File: src/assert_macros.svh
// assertion helpers used by the rtl
`ifndef ASSERT_MACROS_SVH
`define ASSERT_MACROS_SVH

// clocked property, held off while in reset
`define ASSERT_CLK(label, clk_s, rstn_s, prop, msg) \
  label: assert property (@(posedge clk_s) disable iff (!rstn_s) prop) \
    else $error(msg);

// same check, also active during reset
`define ASSERT_ALWAYS(label, clk_s, prop, msg) \
  label: assert property (@(posedge clk_s) prop) else $error(msg);

`endif

File: src/rle_pkg.sv
package rle_pkg;

  localparam int LEN_W  = 7;
  localparam int BYTE_W = 8;

  // header of a segment that holds one lone byte
  localparam logic [BYTE_W-1:0] HDR_SINGLE = 8'd1;

  typedef struct packed {
    logic [7:0] data_byte;
    logic       final_byte;
  } in_item_t;

  typedef struct packed {
    logic [63:0] out_word;
    logic [3:0]  byte_count;
    logic        group_last;
    logic        stream_end;
  } out_item_t;

endpackage

File: src/rle_run_literal_encoder_unit.sv
// channel | direction | payload             | handshake
// in_     | input     | rle_pkg::in_item_t  | in_valid / in_stall
// out_    | output    | rle_pkg::out_item_t | out_valid / out_stall
//
// an input transaction that closes no segment is taken while the unit stays idle
// a closing transaction drains the header, then the run byte (for a run) or each
// literal byte, then a header and the byte when a lone final byte follows; the
// drain moves one byte per cycle through the single read port of the segment store
// out_stall pauses the drain while a packed word waits; in_stall is high
// for the whole drain
// rst_n is synchronous; the segment store is not cleared (no clearing pass)
`include "assert_macros.svh"

module rle_run_literal_encoder_unit #(
  parameter int MAX_SEGMENT = 127,
  parameter int WORD_BYTES  = 8
) (
  input  logic               clk,
  input  logic               rst_n,
  input  logic               in_valid,
  output logic               in_stall,
  input  rle_pkg::in_item_t  in_data,
  output logic               out_valid,
  input  logic               out_stall,
  output rle_pkg::out_item_t out_data
);
  import rle_pkg::*;

  localparam int AW = $clog2(MAX_SEGMENT);
  localparam int CW = (WORD_BYTES > 1) ? $clog2(WORD_BYTES) : 1;
  localparam logic [LEN_W-1:0] MAX_LEN   = LEN_W'(MAX_SEGMENT);
  localparam logic [CW-1:0]    LAST_SLOT = CW'(WORD_BYTES - 1);

  typedef enum logic [2:0] {
    S_IDLE,
    S_HDR,
    S_DATA,
    S_TAIL1,
    S_TAILB
  } state_t;

  // segment store: one write port, one registered read port
  logic [BYTE_W-1:0] mem [MAX_SEGMENT];
  logic              mem_we;
  logic [AW-1:0]     mem_waddr;
  logic [BYTE_W-1:0] mem_wdata;
  logic              mem_re;
  logic [AW-1:0]     mem_raddr;
  logic [BYTE_W-1:0] rd_data_r;

  // open segment
  state_t            state_r, state_nxt;
  logic [LEN_W-1:0]  len_r, len_nxt;
  logic              kind_r, kind_nxt;
  logic [BYTE_W-1:0] prev_r, prev_nxt;

  // segment being drained
  logic [LEN_W-1:0]  dr_len_r, dr_len_nxt;
  logic              dr_run_r, dr_run_nxt;
  logic              dr_tail_r, dr_tail_nxt;
  logic              dr_pend_r, dr_pend_nxt;
  logic              dr_fin_r, dr_fin_nxt;
  logic [BYTE_W-1:0] byte_r, byte_nxt;
  logic [AW-1:0]     idx_r, idx_nxt;

  // word packer and output register
  logic [63:0]       pack_r, pack_nxt;
  logic [CW-1:0]     cnt_r, cnt_nxt;
  logic              out_valid_r, out_valid_nxt;
  out_item_t         out_data_r, out_data_nxt;

  logic              accept;
  logic              same;
  logic              full;
  logic              push_ok;
  logic              push;
  logic              push_last;
  logic [BYTE_W-1:0] push_byte;
  logic              last_data;
  logic [63:0]       word;
  logic              flush;

  assign accept    = in_valid && (state_r == S_IDLE);
  assign same      = (prev_r == in_data.data_byte);
  assign full      = (len_r >= MAX_LEN);
  assign push_ok   = !out_valid_r || !out_stall;
  assign last_data = dr_run_r || ((LEN_W'(idx_r) + LEN_W'(1)) == dr_len_r);

  always_comb begin
    state_nxt   = state_r;
    len_nxt     = len_r;
    kind_nxt    = kind_r;
    prev_nxt    = prev_r;
    dr_len_nxt  = dr_len_r;
    dr_run_nxt  = dr_run_r;
    dr_tail_nxt = dr_tail_r;
    dr_pend_nxt = dr_pend_r;
    dr_fin_nxt  = dr_fin_r;
    byte_nxt    = byte_r;
    idx_nxt     = idx_r;
    mem_we      = 1'b0;
    mem_waddr   = '0;
    mem_wdata   = in_data.data_byte;
    mem_re      = 1'b0;
    mem_raddr   = '0;
    push        = 1'b0;
    push_last   = 1'b0;
    push_byte   = '0;

    if (accept) begin
      byte_nxt    = in_data.data_byte;
      dr_fin_nxt  = in_data.final_byte;
      dr_tail_nxt = 1'b0;
      dr_pend_nxt = 1'b0;
      idx_nxt     = '0;
      if (len_r == '0) begin
        if (in_data.final_byte) begin
          // lone byte at stream end
          dr_tail_nxt = 1'b1;
          state_nxt   = S_TAIL1;
        end else begin
          mem_we    = 1'b1;
          len_nxt   = LEN_W'(1);
          prev_nxt  = in_data.data_byte;
        end
      end else if (len_r == LEN_W'(1)) begin
        // second byte fixes the segment kind
        kind_nxt  = same;
        mem_we    = 1'b1;
        mem_waddr = AW'(1);
        len_nxt   = LEN_W'(2);
        prev_nxt  = in_data.data_byte;
        if (in_data.final_byte) begin
          dr_len_nxt = LEN_W'(2);
          dr_run_nxt = same;
          mem_re     = 1'b1;
          state_nxt  = S_HDR;
        end
      end else if ((same != kind_r) || full) begin
        // close the open segment; this byte opens the next one, or goes out alone if final
        dr_len_nxt = len_r;
        dr_run_nxt = kind_r;
        mem_re     = 1'b1;
        state_nxt  = S_HDR;
        if (in_data.final_byte) begin
          dr_tail_nxt = 1'b1;
        end else begin
          // store[0] is still needed by the drain, write it at drain end
          dr_pend_nxt = 1'b1;
          len_nxt     = LEN_W'(1);
          prev_nxt    = in_data.data_byte;
        end
      end else begin
        mem_we    = 1'b1;
        mem_waddr = len_r[AW-1:0];
        len_nxt   = len_r + LEN_W'(1);
        prev_nxt  = in_data.data_byte;
        if (in_data.final_byte) begin
          dr_len_nxt = len_r + LEN_W'(1);
          dr_run_nxt = kind_r;
          mem_re     = 1'b1;
          state_nxt  = S_HDR;
        end
      end
      if (in_data.final_byte) begin
        len_nxt  = '0;
        kind_nxt = 1'b0;
        prev_nxt = '0;
      end
    end else if (push_ok) begin
      unique case (state_r)
        S_IDLE: begin
        end
        S_HDR: begin
          push      = 1'b1;
          push_byte = {dr_run_r, dr_len_r};
          state_nxt = S_DATA;
        end
        S_DATA: begin
          push      = 1'b1;
          push_byte = rd_data_r;
          if (last_data) begin
            if (dr_tail_r) begin
              state_nxt = S_TAIL1;
            end else begin
              push_last = 1'b1;
              state_nxt = S_IDLE;
              if (dr_pend_r) begin
                mem_we    = 1'b1;
                mem_wdata = byte_r;
              end
            end
          end else begin
            idx_nxt   = idx_r + AW'(1);
            mem_re    = 1'b1;
            mem_raddr = idx_r + AW'(1);
          end
        end
        S_TAIL1: begin
          push      = 1'b1;
          push_byte = HDR_SINGLE;
          state_nxt = S_TAILB;
        end
        S_TAILB: begin
          push      = 1'b1;
          push_byte = byte_r;
          push_last = 1'b1;
          state_nxt = S_IDLE;
        end
        default: begin
          state_nxt = S_IDLE;
        end
      endcase
    end
  end

  // byte packer
  assign word  = pack_r | (64'(push_byte) << {cnt_r, 3'b000});
  assign flush = push && (push_last || (cnt_r == LAST_SLOT));

  always_comb begin
    pack_nxt      = pack_r;
    cnt_nxt       = cnt_r;
    out_valid_nxt = out_valid_r && out_stall;
    out_data_nxt  = out_data_r;
    if (push) begin
      if (flush) begin
        out_valid_nxt           = 1'b1;
        out_data_nxt.out_word   = word;
        out_data_nxt.byte_count = 4'(cnt_r) + 4'd1;
        out_data_nxt.group_last = push_last;
        out_data_nxt.stream_end = push_last && dr_fin_r;
        pack_nxt                = '0;
        cnt_nxt                 = '0;
      end else begin
        pack_nxt = word;
        cnt_nxt  = cnt_r + CW'(1);
      end
    end
  end

  always_ff @(posedge clk) begin
    if (!rst_n) begin
      state_r     <= S_IDLE;
      len_r       <= '0;
      kind_r      <= 1'b0;
      prev_r      <= '0;
      dr_tail_r   <= 1'b0;
      dr_pend_r   <= 1'b0;
      dr_fin_r    <= 1'b0;
      pack_r      <= '0;
      cnt_r       <= '0;
      out_valid_r <= 1'b0;
    end else begin
      state_r     <= state_nxt;
      len_r       <= len_nxt;
      kind_r      <= kind_nxt;
      prev_r      <= prev_nxt;
      dr_tail_r   <= dr_tail_nxt;
      dr_pend_r   <= dr_pend_nxt;
      dr_fin_r    <= dr_fin_nxt;
      pack_r      <= pack_nxt;
      cnt_r       <= cnt_nxt;
      out_valid_r <= out_valid_nxt;
    end
    dr_len_r   <= dr_len_nxt;
    dr_run_r   <= dr_run_nxt;
    byte_r     <= byte_nxt;
    idx_r      <= idx_nxt;
    out_data_r <= out_data_nxt;
  end

  always_ff @(posedge clk) begin
    if (mem_we) begin
      mem[mem_waddr] <= mem_wdata;
    end
    if (mem_re) begin
      rd_data_r <= mem[mem_raddr];
    end
  end

  assign in_stall  = (state_r != S_IDLE);
  assign out_valid = out_valid_r;
  assign out_data  = out_data_r;

  `ASSERT_CLK(a_len_bound, clk, rst_n, len_r <= MAX_LEN,
    "open segment longer than the store")
  `ASSERT_CLK(a_count_range, clk, rst_n,
    out_valid_r |-> (out_data_r.byte_count != 4'd0) &&
      (out_data_r.byte_count <= 4'(WORD_BYTES)),
    "byte count out of range")
  `ASSERT_CLK(a_end_is_last, clk, rst_n,
    out_valid_r && out_data_r.stream_end |-> out_data_r.group_last,
    "stream end without group end")
  `ASSERT_CLK(a_fin_clears, clk, rst_n,
    in_valid && !in_stall && in_data.final_byte |=>
      (len_r == '0) && (prev_r == '0) && !kind_r,
    "segment state not cleared after final byte")

endmodule

File: config.mk
export PLATFORM = sky130hd
export DESIGN_NAME = rle_run_literal_encoder_unit
export DESIGN_NICKNAME = d
export VERILOG_FILES = /design/src/rle_pkg.sv /design/src/rle_run_literal_encoder_unit.sv
export VERILOG_INCLUDE_DIRS = /design/src /design/src/src
export SDC_FILE = /design/constraint.sdc
export NUM_CORES = 2
export LEC_CHECK = 0
export BUFFER_PORTS_ARGS = -buffer_cell sky130_fd_sc_hd__buf_2
export CAP_MARGIN = 20
export CORE_MARGIN = 5
export CORE_UTILIZATION = 55
export CTS_BUF_LIST = sky130_fd_sc_hd__clkbuf_8
export DETAILED_ROUTE_END_ITERATION = 10
export HOLD_SLACK_MARGIN = 0.15
export MAX_ROUTING_LAYER = met4
export PLACE_DENSITY = 0.82
export SETUP_SLACK_MARGIN = 0.1
export SLEW_MARGIN = 5
export SYNTH_ARGS = -nofsm -noshare
export SYNTH_HDL_FRONTEND = slang
export SYNTH_SLANG_ARGS = --single-unit
File: constraint.sdc
create_clock -name clk -period 12.6 [get_ports clk]
set_input_delay 2.52 -clock clk [delete_from_list [all_inputs] [get_ports clk]]
set_output_delay 2.52 -clock clk [all_outputs]
set_load 0.01 [all_outputs]
==> run_results.csv <==
group,metric,value,unit
run_status,status,"finished clean",
clock_network,post_cts_buffers,0,
synthesis,synth_edf_count,1110,
power_and_ir_drop,peakVddDrop,0.137,mV
run,max-cap-violations,0,
worst_setup_path,r2r-start,"idx_r[0]",
synthesis,ys_ff_latch,1207,
grt,grt_max_degree,132,
worst_setup_path,cp_max_fo,53,
timing,worst_pin_slew,1.25,ns
timing,fmax,156,MHz
routing,drtIter0Drc,5258,
clock_network,cts.sinks,1207,
synthesis,yosys.area.top_type,"edfxtp_1",
worst_setup_path,worstSetupPathType,"flop to flop",
floorplan,core_area,86900,sq um
clock_network,cts_made_buffers,185,
floorplan,num_io_pins,85,
worst_setup_path,cp_cell_sequence,"ha_1, nand3_1, xnor2_1, nand3_1, buf_4, o21ai_4, buf_4, buf_4, o221ai_1, o211a_1, o32ai_1, a32oi_1, a311oi_1",
floorplan,die_h,306,microns
worst_setup_path,critical_path_required,13.28,ns
timing,rsz0062_at_grt,"false",
worst_setup_path,slowest_delay,0.82,ns
power_and_ir_drop,power,0.00909,W
clock_network,hold_buffers,0,
synthesis,synthArstFlopShare,0,
synthesis,postSynthAreaPerCell,14.8,sq um
timing,max_slew_margin,0.157,
worst_hold_path,hp-class,"flop to flop",
routing,post_drt_wl_per_cell,28.6,microns
timing,period_needed,6.39,ns
timing,final_hold_viol_count,0,
routing,totalWireLength,134000,microns
synthesis,synth_cell_types,90,
floorplan,die_area,93800,sq um
power_and_ir_drop,power_leakage,18.3,nW
finish,layout-drive-gt1-share,0.151,
worst_setup_path,cp_common_cell,"buf_4",
synthesis,syn_area,48300,sq um
placed_design,portBuffers,84,
finish,area_growth,10.9,%
synthesis,ys_warn_count,0,
clock_network,clkTransAtPathRegs,0.07,ns
worst_setup_path,cp-start-kind,"flop",
placed_design,gp_congestion,1.00,
worst_setup_path,crit_family,"compound AO/OA/AOI/OAI gates",
power_and_ir_drop,p_per_area,170,nW/um^2
floorplan,row_count,108,
worst_setup_path,critPathBufInv,3,
routing,via_count,31400,
clock_network,root_buffer,"clkbuf_8",
worst_setup_path,cp_data_arrival_time,7.08,ns
grt,track_usage,0.289,
synthesis,synthTopCellsByArea,"edfxtp_1 69%, dfxtp_1 4.0%, mux4_2 2.8%, nand2_1 2.7%, mux2i_1 2.4%",
timing,drv_slew,0,
grt,antenna_found_initial,4,
timing,period_share,0.508,
synthesis,synth_top_area_frac,0.691,
placed_design,dp_hpwl,81200,microns
floorplan,start_util,0.555,
grt,first_global_vias,30400,
worst_setup_path,cp-end-kind,"flop",
worst_hold_path,min_from,"dr_fin_r",
timing,tns,0,ns
worst_setup_path,cp-startpoint,"idx_r[0]",
clock_network,cts_resized,0,
grt,grt_pass1_wl,197000,microns
routing,via_per_inst,6.68,
synthesis,yosysSeqAreaShare,0.731,
clock_network,cts_tree,"yes",
clock_network,clk_latency,0.86,ns
worst_setup_path,crit_slowest_cell,"dfxtp_4",
synthesis,ys.flop_type,"edfxtp_1",
routing,postRouteAntennaNets,0,
synthesis,synthesis.nets,3274,
routing,drcViolationCount,0,
routing,dr.pass1.iters,9,
synthesis,syn_inst,3254,
floorplan,die_x,306,microns
finish,fin_nets,3417,
clock_network,clockBufferDepth,3,
timing,finalSetupViolations,0,
grt,grt_overflow_total,0,
finish,post-route-util,0.616,
clock_network,htreeDepth,4,
timing,clock-skew-final,0.0565,ns
-- cell type report --
type,instances,area [sq um]
Inverter,16,60.1
Multi-Input combinational cell,1827,12100
Sequential cell,1207,35300
Clock buffer,193,2660
Fill cell,5954,33400
Tap cell,1155,1450
Antenna cell,4,10.0
Clock inverter,143,862
Timing Repair Buffer,160,1050
-- per-stage QoR --
stage	cell area [sq um]	setup slack (ns)	hold WS, ns	instances
3_3_place_gp	49900	5.70	0.464	4358
6_report	53500	6.21	0.476	4705
2_1_floorplan	48300	7.12	0.439	3254
3_5_place_dp	49900	5.77	0.472	4362
5_1_grt	53500	5.99	0.498	4705
4_1_cts	53400	6.41	0.480	4698
-- placed cells by master (no fill, tap or decap), drive strengths merged, types with 37 or more instances in the layout --
cell type  instances
nand3             78
nand2            344
o21ai             99
nor2             260
mux2i            115
inv               66
o22ai             40
clkbuf           193
and3              93
dfxtp             97
a211oi            37
buf              160
a21o              63
a21oi            162
edfxtp          1110
clkinv            80
mux4              60
-- registers in the layout, indices dropped and copies added, names as in the netlist, 8 cells and up --
name       cells
byte_r         8
mem         1016
out_data      70
pack_r        64
prev_r         8
rd_data_r      8
-- final timing paths --
path	end	slack, ns	cells past startpoint
worst min register to register	dr_fin_r	0.48	2
worst max register to register	rd_data_r[2]	6.21	13
worst min-delay path	dr_fin_r	0.48	2
worst max-delay path	rd_data_r[2]	6.21	13
-- where the power goes --
part	leakage [nW]	switching [W]	internal, W
registers	10.8	0.0000832	0.00447
logic	5.47	0.000976	0.000449
clock network	1.98	0.00155	0.00156
total	18.3	0.00261	0.00648
-- cell families (layout without fill, tap and decap cells) --
logic type	count (synthesis)	in the layout	synth area share
other	0	4	0
AOI/OAI and AO/OA	691	691	0.0993
DFF	1207	1207	0.731
and+or+nand+nor	896	896	0.0831
xor gates and xnor gates	32	32	0.00656
adders and majority gates	7	7	0.00181
buffers and inverters	220	512	0.0203
muxes	201	201	0.0579
-- worst register-to-register path, cell delays in order, from the launching register on --
cell and delay [ns]:
dfxtp_4 0.82, ha_1 0.55, nand3_1 0.30, xnor2_1 0.28
nand3_1 0.23, buf_4 0.33, o21ai_4 0.64, buf_4 0.59
buf_4 0.67, o221ai_1 0.35, o211a_1 0.21, o32ai_1 0.72
a32oi_1 0.23, a311oi_1 0.29
-- synth_stat cells, drive strengths merged (9+ instances only) --
cell and instances:
a2111oi 9, o211a 10, o31ai 11, xnor2 17, a31oi 30, o211ai 27
a21o 63, nand2 344, a21oi 162, nor3 30, a221oi 25, o22ai 40
a2bb2oi 9, o2111ai 9, o21bai 9, a32oi 11, nor4 9, mux2 26
inv 14, o221ai 24, buf 110, mux2i 115, a21boi 23, nor2b 21
mux4 60, a211oi 37, nand4 17, o21ai 99, and2 12, clkbuf 94
xor2 13, nor2 260, nand3b 10, a22oi 16, dfxtp 97, nand3 78
and3 93, edfxtp 1110
-- per-layer routing --
layer,vias to the layer above,GRT usage,part of all wire
met5,-,-,0
met4,0,0.143,0.061
met3,656,0.111,0.16
met2,2790,0.410,0.44
met1,15100,0.367,0.34
li1,12900,-,-
(Power assumes the default switching activity.)
